`src/lgr_pkg.sv`:
```
// Shared constants, codes and control/status bundles for the grid maze router.
`default_nettype none
package lgr_pkg;

  localparam int MAX_COLS_DEF   = 64;
  localparam int MAX_ROWS_DEF   = 64;
  localparam int MAX_POINTS_DEF = 64;

  localparam int CFG_W   = 7;
  localparam int COORD_W = 6;
  localparam int MIN_DIM = 4;

  localparam logic [CFG_W-1:0] REG_RESET = 7'd64;

  localparam logic [1:0] CMD_WRITE = 2'd0;
  localparam logic [1:0] CMD_CLEAR = 2'd1;
  localparam logic [1:0] CMD_ROUTE = 2'd2;

  localparam logic [1:0] ST_POINT = 2'd0;
  localparam logic [1:0] ST_FAIL  = 2'd1;
  localparam logic [1:0] ST_ACK   = 2'd2;

  localparam logic [1:0] CFG_WIDTH  = 2'd0;
  localparam logic [1:0] CFG_HEIGHT = 2'd1;
  localparam logic [1:0] CFG_LIMIT  = 2'd2;

  localparam logic [1:0] ASEL_SRC = 2'd0;
  localparam logic [1:0] ASEL_DST = 2'd1;
  localparam logic [1:0] ASEL_NB  = 2'd2;

  localparam logic [1:0] DIR_UP    = 2'd0;
  localparam logic [1:0] DIR_DOWN  = 2'd1;
  localparam logic [1:0] DIR_RIGHT = 2'd2;
  localparam logic [1:0] DIR_LEFT  = 2'd3;

  typedef struct packed {
    logic       latch;
    logic       sweep_start;
    logic       obs_sweep;
    logic       dist_sweep;
    logic       obs_wr;
    logic       obs_rd;
    logic       dist_rd;
    logic [1:0] asel;
    logic       seed;
    logic       pop;
    logic       load_cur;
    logic       dir_clr;
    logic       dir_inc;
    logic       visit;
    logic       bt_init;
    logic       bt_move;
    logic       em_init;
    logic       ps_rd;
    logic       ps_use;
    logic       emit_ack;
    logic       emit_fail;
    logic       emit_fin;
  } cmd_t;

  typedef struct packed {
    logic sweep_done;
    logic ends_oob;
    logic obs_hit;
    logic q_empty;
    logic at_target;
    logic nb_in;
    logic nb_free;
    logic dir_last;
    logic bt_stop;
    logic bt_hit;
    logic em_single;
    logic em_end;
  } sts_t;

endpackage
`default_nettype wire

```
`src/lgr_ctrl.sv`:
```
// Sequencing state machine of the grid maze router.
`default_nettype none
module lgr_ctrl (
  input  wire logic         clk,
  input  wire logic         rst_n,
  input  wire logic         start,
  input  wire logic [1:0]   in_command,
  input  wire lgr_pkg::sts_t sts,
  output lgr_pkg::cmd_t     cmd,
  output logic              busy
);
  import lgr_pkg::*;

  localparam logic [4:0] S_RCLR  = 5'd0;
  localparam logic [4:0] S_IDLE  = 5'd1;
  localparam logic [4:0] S_WR    = 5'd2;
  localparam logic [4:0] S_CCLR  = 5'd3;
  localparam logic [4:0] S_RSRC  = 5'd4;
  localparam logic [4:0] S_RDST  = 5'd5;
  localparam logic [4:0] S_CDST  = 5'd6;
  localparam logic [4:0] S_DCLR  = 5'd7;
  localparam logic [4:0] S_SEED  = 5'd8;
  localparam logic [4:0] S_POP   = 5'd9;
  localparam logic [4:0] S_CUR   = 5'd10;
  localparam logic [4:0] S_NB    = 5'd11;
  localparam logic [4:0] S_NBCHK = 5'd12;
  localparam logic [4:0] S_BT    = 5'd13;
  localparam logic [4:0] S_BNB   = 5'd14;
  localparam logic [4:0] S_BCHK  = 5'd15;
  localparam logic [4:0] S_ERD   = 5'd16;
  localparam logic [4:0] S_EUSE  = 5'd17;
  localparam logic [4:0] S_EFIN  = 5'd18;
  localparam logic [4:0] S_FAIL  = 5'd19;

  logic [4:0] state_r, state_nxt;

  assign busy = (state_r != S_IDLE);

  always_ff @(posedge clk) begin
    if (!rst_n) begin
      state_r <= S_RCLR;
    end else begin
      state_r <= state_nxt;
    end
  end

  always_comb begin
    cmd       = '0;
    cmd.asel  = ASEL_SRC;
    state_nxt = state_r;
    unique case (state_r)
      S_RCLR: begin
        cmd.obs_sweep = 1'b1;
        if (sts.sweep_done) state_nxt = S_IDLE;
      end
      S_IDLE: begin
        if (start) begin
          cmd.latch = 1'b1;
          unique case (in_command)
            CMD_WRITE: state_nxt = S_WR;
            CMD_CLEAR: begin
              cmd.sweep_start = 1'b1;
              state_nxt = S_CCLR;
            end
            CMD_ROUTE: state_nxt = S_RSRC;
            default:   state_nxt = S_FAIL;
          endcase
        end
      end
      S_WR: begin
        cmd.obs_wr   = 1'b1;
        cmd.emit_ack = 1'b1;
        state_nxt    = S_IDLE;
      end
      S_CCLR: begin
        cmd.obs_sweep = 1'b1;
        if (sts.sweep_done) begin
          cmd.emit_ack = 1'b1;
          state_nxt    = S_IDLE;
        end
      end
      S_RSRC: begin
        if (sts.ends_oob) begin
          state_nxt = S_FAIL;
        end else begin
          cmd.obs_rd = 1'b1;
          state_nxt  = S_RDST;
        end
      end
      S_RDST: begin
        if (sts.obs_hit) begin
          state_nxt = S_FAIL;
        end else begin
          cmd.obs_rd = 1'b1;
          cmd.asel   = ASEL_DST;
          state_nxt  = S_CDST;
        end
      end
      S_CDST: begin
        if (sts.obs_hit) begin
          state_nxt = S_FAIL;
        end else begin
          cmd.sweep_start = 1'b1;
          state_nxt = S_DCLR;
        end
      end
      S_DCLR: begin
        cmd.dist_sweep = 1'b1;
        if (sts.sweep_done) state_nxt = S_SEED;
      end
      S_SEED: begin
        cmd.seed  = 1'b1;
        state_nxt = S_POP;
      end
      S_POP: begin
        if (sts.q_empty) begin
          state_nxt = S_FAIL;
        end else begin
          cmd.pop   = 1'b1;
          state_nxt = S_CUR;
        end
      end
      S_CUR: begin
        cmd.load_cur = 1'b1;
        cmd.dir_clr  = 1'b1;
        if (sts.at_target) begin
          cmd.bt_init = 1'b1;
          state_nxt   = S_BT;
        end else begin
          state_nxt = S_NB;
        end
      end
      S_NB: begin
        cmd.asel = ASEL_NB;
        if (sts.nb_in) begin
          cmd.obs_rd  = 1'b1;
          cmd.dist_rd = 1'b1;
          state_nxt   = S_NBCHK;
        end else if (sts.dir_last) begin
          state_nxt = S_POP;
        end else begin
          cmd.dir_inc = 1'b1;
        end
      end
      S_NBCHK: begin
        cmd.asel  = ASEL_NB;
        cmd.visit = sts.nb_free;
        if (sts.dir_last) begin
          state_nxt = S_POP;
        end else begin
          cmd.dir_inc = 1'b1;
          state_nxt   = S_NB;
        end
      end
      S_BT: begin
        if (sts.bt_stop) begin
          cmd.em_init = 1'b1;
          state_nxt   = S_ERD;
        end else begin
          cmd.dir_clr = 1'b1;
          state_nxt   = S_BNB;
        end
      end
      S_BNB: begin
        cmd.asel = ASEL_NB;
        if (sts.nb_in) begin
          cmd.dist_rd = 1'b1;
          state_nxt   = S_BCHK;
        end else if (sts.dir_last) begin
          cmd.em_init = 1'b1;
          state_nxt   = S_ERD;
        end else begin
          cmd.dir_inc = 1'b1;
        end
      end
      S_BCHK: begin
        if (sts.bt_hit) begin
          cmd.bt_move = 1'b1;
          state_nxt   = S_BT;
        end else if (sts.dir_last) begin
          cmd.em_init = 1'b1;
          state_nxt   = S_ERD;
        end else begin
          cmd.dir_inc = 1'b1;
          state_nxt   = S_BNB;
        end
      end
      S_ERD: begin
        cmd.ps_rd = 1'b1;
        state_nxt = S_EUSE;
      end
      S_EUSE: begin
        cmd.ps_use = 1'b1;
        if (sts.em_single) begin
          state_nxt = S_IDLE;
        end else if (sts.em_end) begin
          state_nxt = S_EFIN;
        end else begin
          state_nxt = S_ERD;
        end
      end
      S_EFIN: begin
        cmd.emit_fin = 1'b1;
        state_nxt    = S_IDLE;
      end
      S_FAIL: begin
        cmd.emit_fail = 1'b1;
        state_nxt     = S_IDLE;
      end
      default: state_nxt = S_IDLE;
    endcase
  end

endmodule
`default_nettype wire

```
`config.mk`:
```
export PLATFORM = sky130hd
export DESIGN_NAME = lgr_ctrl
export DESIGN_NICKNAME = d
export VERILOG_FILES = /design/src/lgr_pkg.sv /design/src/lgr_ctrl.sv
export SDC_FILE = /design/constraint.sdc
export NUM_CORES = 1
export LEC_CHECK = 0
export BUFFER_PORTS_ARGS = -buffer_cell sky130_fd_sc_hd__buf_4
export CORE_MARGIN = 3
export CORE_UTILIZATION = 42
export DETAILED_ROUTE_END_ITERATION = 16
export GPL_TIMING_DRIVEN = 0
export PLACE_DENSITY = 0.69
export SETUP_SLACK_MARGIN = 0.4
export SLEW_MARGIN = 5
export SYNTH_ARGS = -nofsm -noshare
export SYNTH_HDL_FRONTEND = slang
export SYNTH_SLANG_ARGS = --single-unit
```
`constraint.sdc`:
```
create_clock -name clk -period 3.2 [get_ports clk]
set_input_delay 0.48 -clock clk [delete_from_list [all_inputs] [get_ports clk]]
set_output_delay 0.48 -clock clk [all_outputs]
set_load 0.05 [all_outputs]
```
== After elaboration in Yosys (flattened, before gate mapping) ==
Cells that the tools add are included.
Word-level totals
  register bits after elaboration: 5
  input port bits: 17
  output and inout port bits: 24
Cells by class
  equal/unequal tests: 27
  muxes and demuxes: 61
  reductions and logical operators: 6
Operators by type and width (number)
  $pmux 5 s16: 1
  $mux 5: 15
  $eq 5x4->1 const B: 8
  $mux 1: 31
  $eq 5x3->1 const B: 4
  $eq 5x5->1 const B: 4
  $pmux 5 s3: 1
  $eq 5x2->1 const B: 2
  $pmux 1 s3: 3
  $mux 2: 4
  $pmux 1 s2: 4
  $ne 3x3->1 const B: 2
  $eq 5x1->1 const B: 1
  $logic_not 5->1: 1
  $ne 5x1->1 const B: 1
  $reduce_and 5->1: 1
  $ne 2x2->1 const B: 2
  $pmux 2 s2: 1
  $reduce_or 2->1: 2
  $mux 3: 1
  $reduce_or 3->1: 1
  $eq 2x1->1 const B: 1
  $eq 2x2->1 const B: 1
  $logic_not 2->1: 1
  $ne 2x1->1 const B: 1

== Logic depth before layout (Yosys ltp) ==
  depth after elaboration: 4
  depth in mapped cells: 8

== Worst setup path before layout ==
Ideal clock, no wire load.
  kind: flip-flop to output port
  from: register state_r[4]
  to: output port cmd[7] in the netlist's numbering
  arrival time: 2.404 ns
  required time: 2.720 ns
  slack: 0.316 ns
  stages on the path, launching flop included: 5
  path through: dfxtp_1 -> buf_2 -> nand2b_1 -> nor3_1 -> and2_1
RTL lines
  start: declaration: RTL line lgr_ctrl.sv:35  | logic [4:0] state_r, state_nxt;
  start signal: assignment: RTL line lgr_ctrl.sv:43  | state_r <= state_nxt;
  end: declaration: RTL line lgr_ctrl.sv:9  | output lgr_pkg::cmd_t cmd,

==> results.json <==
{
  "crit_buf_inv": 4,
  "fmax_mhz": 416,
  "grt_pass1_wl_mm": 5.25,
  "finalCritPeriodShare_pct": 75.2,
  "top_regs": "state_r x5",
  "crit_top_cell": "buf_2",
  "area_delta_synth_final_pct": 38.4,
  "drt-total-wl_mm": 3.35,
  "dp_slack_ns": 1.08,
  "hold_buffers": 0,
  "slew_viol_final": 0,
  "syn_nets": 155,
  "reg2reg_depth": 8,
  "num_antenna_cells": 0,
  "yosys_warnings": 0,
  "drive_gt1_share_pct": 37.9,
  "worstPathRequired_ns": 2.72,
  "drt-initial-drc-count": 43,
  "dp_hpwl_mm": 2.65,
  "die_h_um": 53.6,
  "max-slew-margin-rel_pct": 68.2,
  "clkLatencyLatePin_ns": 0.24,
  "avgSynthCellArea_um2": 6.90,
  "dr.max_layer_used": "met4",
  "start_kind": "register",
  "crit_arrival_ns": 1.93,
  "layout.nets": 200,
  "worstSetupPathType": "reg -> out",
  "port_buffers": 40,
  "wl_met1_mm": 1.51,
  "clock_skew_ns": 0.00723,
  "clk_pin_slew_ns": 0.05,
  "synth_seq_area_share_pct": 10.5,
  "root_buffer": "clkbuf_4",
  "grt_overflow": 0,
  "cp_slowest_cell": "dfxtp_1",
  "pin_count": 41,
  "cts_buffers": 3,
  "wl_met3_um": 294,
  "ys_types": 52,
  "p_leak_uw": 0.000546,
  "antenna_found_initial": 0,
  "die_area_um2": 2870,
  "dieWidth_um": 53.6,
  "max_slew.worst_pin.slew_ns": 0.473,
  "largest_reg_flops": 5,
  "path_depth": 7,
  "finalHoldViolCount": 0,
  "ys_ff_latch": 5,
  "grt_pass1_vias": 1097,
  "routedWlPerCell_um": 16.0,
  "hold_slack_ns": 0.530,
  "setup_viol": 0,
  "power-per-cell-area_nw_per_um2": 285,
  "cp_max_fo": 10,
  "syn_area_um2": 952,
  "cts_tree": "built",
  "syn_inst": 138,
  "outcome": "finished clean",
  "cts.sinks": 5,
  "setup-tns-final_ns": 0,
  "gp_congestion": 0.858,
  "initial_utilization_pct": 46.2,
  "cts_resized": 0,
  "slowest_delay_ns": 0.31,
  "clock_tree.htree_level_count": 1,
  "core_um2": 2060,
  "whs_path_depth": 2,
  "std_cell_rows": 16,
  "vias": 1251,
  "regMostFlops": "state_r",
  "grt_setup_unrepaired": "false",
  "hold_class": "in -> reg",
  "regArea_um2": 100,
  "ir_drop_mv": 0.332,
  "via_per_inst": 5.99,
  "drt_first_pass_iters": 4,
  "grt_start_max_net_pins": 11,
  "max-clock-path-buffers": 2,
  "worstSetupEndpointType": "primary output",
  "drv_cap": 0,
  "critPathTopFamily": "buffers and inverters",
  "setup_ws_ns": 0.794,
  "wl_met2_mm": 1.51,
  "post-cts-setup-buffers": 0,
  "ant_nets": 0,
  "cp_cell_sequence": "buf_2 -> buf_2 -> buf_2 -> nor2_1 -> nor2_1 -> o31ai_1 -> buf_4",
  "period_needed_ns": 2.41,
  "multi_input_area_um2": 772,
  "route.detailed.drc": 0,
  "grt_usage_pct": 24.8,
  "fillCellCount": 208
}
==> cells in the mapped netlist (all sizes together) <==
| library cell | count | area (um^2) |
|---|---|---|
| a2111oi | 1 | 8.76 |
| a211o | 1 | 8.76 |
| a211oi | 1 | 7.51 |
| a21oi | 5 | 25.0 |
| a22o | 1 | 8.76 |
| a22oi | 1 | 7.51 |
| a311oi | 1 | 8.76 |
| a31oi | 1 | 6.26 |
| and2 | 2 | 12.5 |
| and3 | 2 | 12.5 |
| and4b | 1 | 13.8 |
| buf | 10 | 62.6 |
| clkbuf | 1 | 3.75 |
| dfxtp | 5 | 100 |
| inv | 5 | 18.8 |
| mux2i | 2 | 20.0 |
| nand2 | 11 | 43.8 |
| nand2b | 6 | 37.5 |
| nand3 | 4 | 20.0 |
| nand3b | 7 | 56.3 |
| nand4 | 1 | 6.26 |
| nand4b | 1 | 8.76 |
| nor2 | 14 | 60.1 |
| nor2b | 1 | 6.26 |
| nor3 | 11 | 55.1 |
| nor3b | 2 | 15.0 |
| nor4 | 5 | 31.3 |
| nor4b | 1 | 23.8 |
| o211a | 1 | 10.0 |
| o211ai | 3 | 22.5 |
| o21ai | 8 | 40.0 |
| o21bai | 1 | 7.51 |
| o221a | 1 | 11.3 |
| o22ai | 1 | 6.26 |
| o31ai | 2 | 15.0 |
| o32ai | 2 | 32.5 |
| or2 | 3 | 18.8 |
| or3 | 4 | 25.0 |
| or3b | 4 | 37.5 |
| or4 | 2 | 18.8 |
| xnor2 | 1 | 8.76 |
| xor2 | 1 | 8.76 |
==> where the power goes <==
group,internal (uW),switching [uW],total (uW)
Clock,47.2,27.3,74.5
Sequential,66.5,3.59,70.1
Combinational,86.5,144,231
==> per-layer routing <==
metal / track usage, % / up-vias
met3: 1.94 / 6
met2: 40.0 / 66
met4: 7.66 / 0
li1: - / 609
met1: 34.9 / 570
met5: 0 / -
==> worst register-to-register path: cells and delay by family (launching register included) <==
family          cells  cell delay (ns)
buf+inv             3             0.78
compound gates      4             0.59
flops               1             0.33
simple gates        1             0.13
==> kinds of logic after synthesis <==
| logic type | synth area share (%) |
|---|---|
| mux | 2.10 |
| buf+inv | 8.94 |
| flops | 10.5 |
| xor+xnor | 1.84 |
| simple gates | 52.8 |
| compound gates | 23.8 |
==> placed cells by master (no fill, tap or decap), types with 3 or more instances in the layout <==
cell / instances
nand2_1: 10
nor3_1: 10
buf_4: 40
nand2b_1: 6
o21ai_0: 7
dfxtp_1: 5
or3_1: 4
nand3b_1: 6
inv_1: 3
buf_2: 8
o211ai_1: 3
clkbuf_4: 3
a21oi_1: 5
nand3_1: 4
nor4_1: 5
nor2_1: 13
==> per-stage QoR <==
step                      util [%]  instance area (um^2)  instances  power (uW)
final                         63.9                  1320        209         375
after global routing          63.9                  1320        209         399
after global placement        62.6                  1290        205         296
after CTS                     63.9                  1320        209         374
after floorplan                  -                   957        138         231
after detailed placement      62.6                  1290        205         298
==> final timing paths <==
path                                  from          to  slack, ns
worst min register to register  state_r[4]  state_r[3]       0.81
worst max register to register  state_r[0]  state_r[3]       1.26
worst min-delay path                 rst_n  state_r[0]       0.53
worst max-delay path            state_r[0]      cmd[9]       0.79
==> final cells by class <==
class | count | area share [%]
flip-flops and latches | 5 | 7.60
plain buffers | 11 | 5.03
well taps | 27 | 2.56
inverters | 5 | 1.42
multi-input cells | 117 | 58.6
repair buffers | 40 | 22.8
clock buffers | 4 | 1.99
Note: power is estimated with default switching activity, not from simulation.
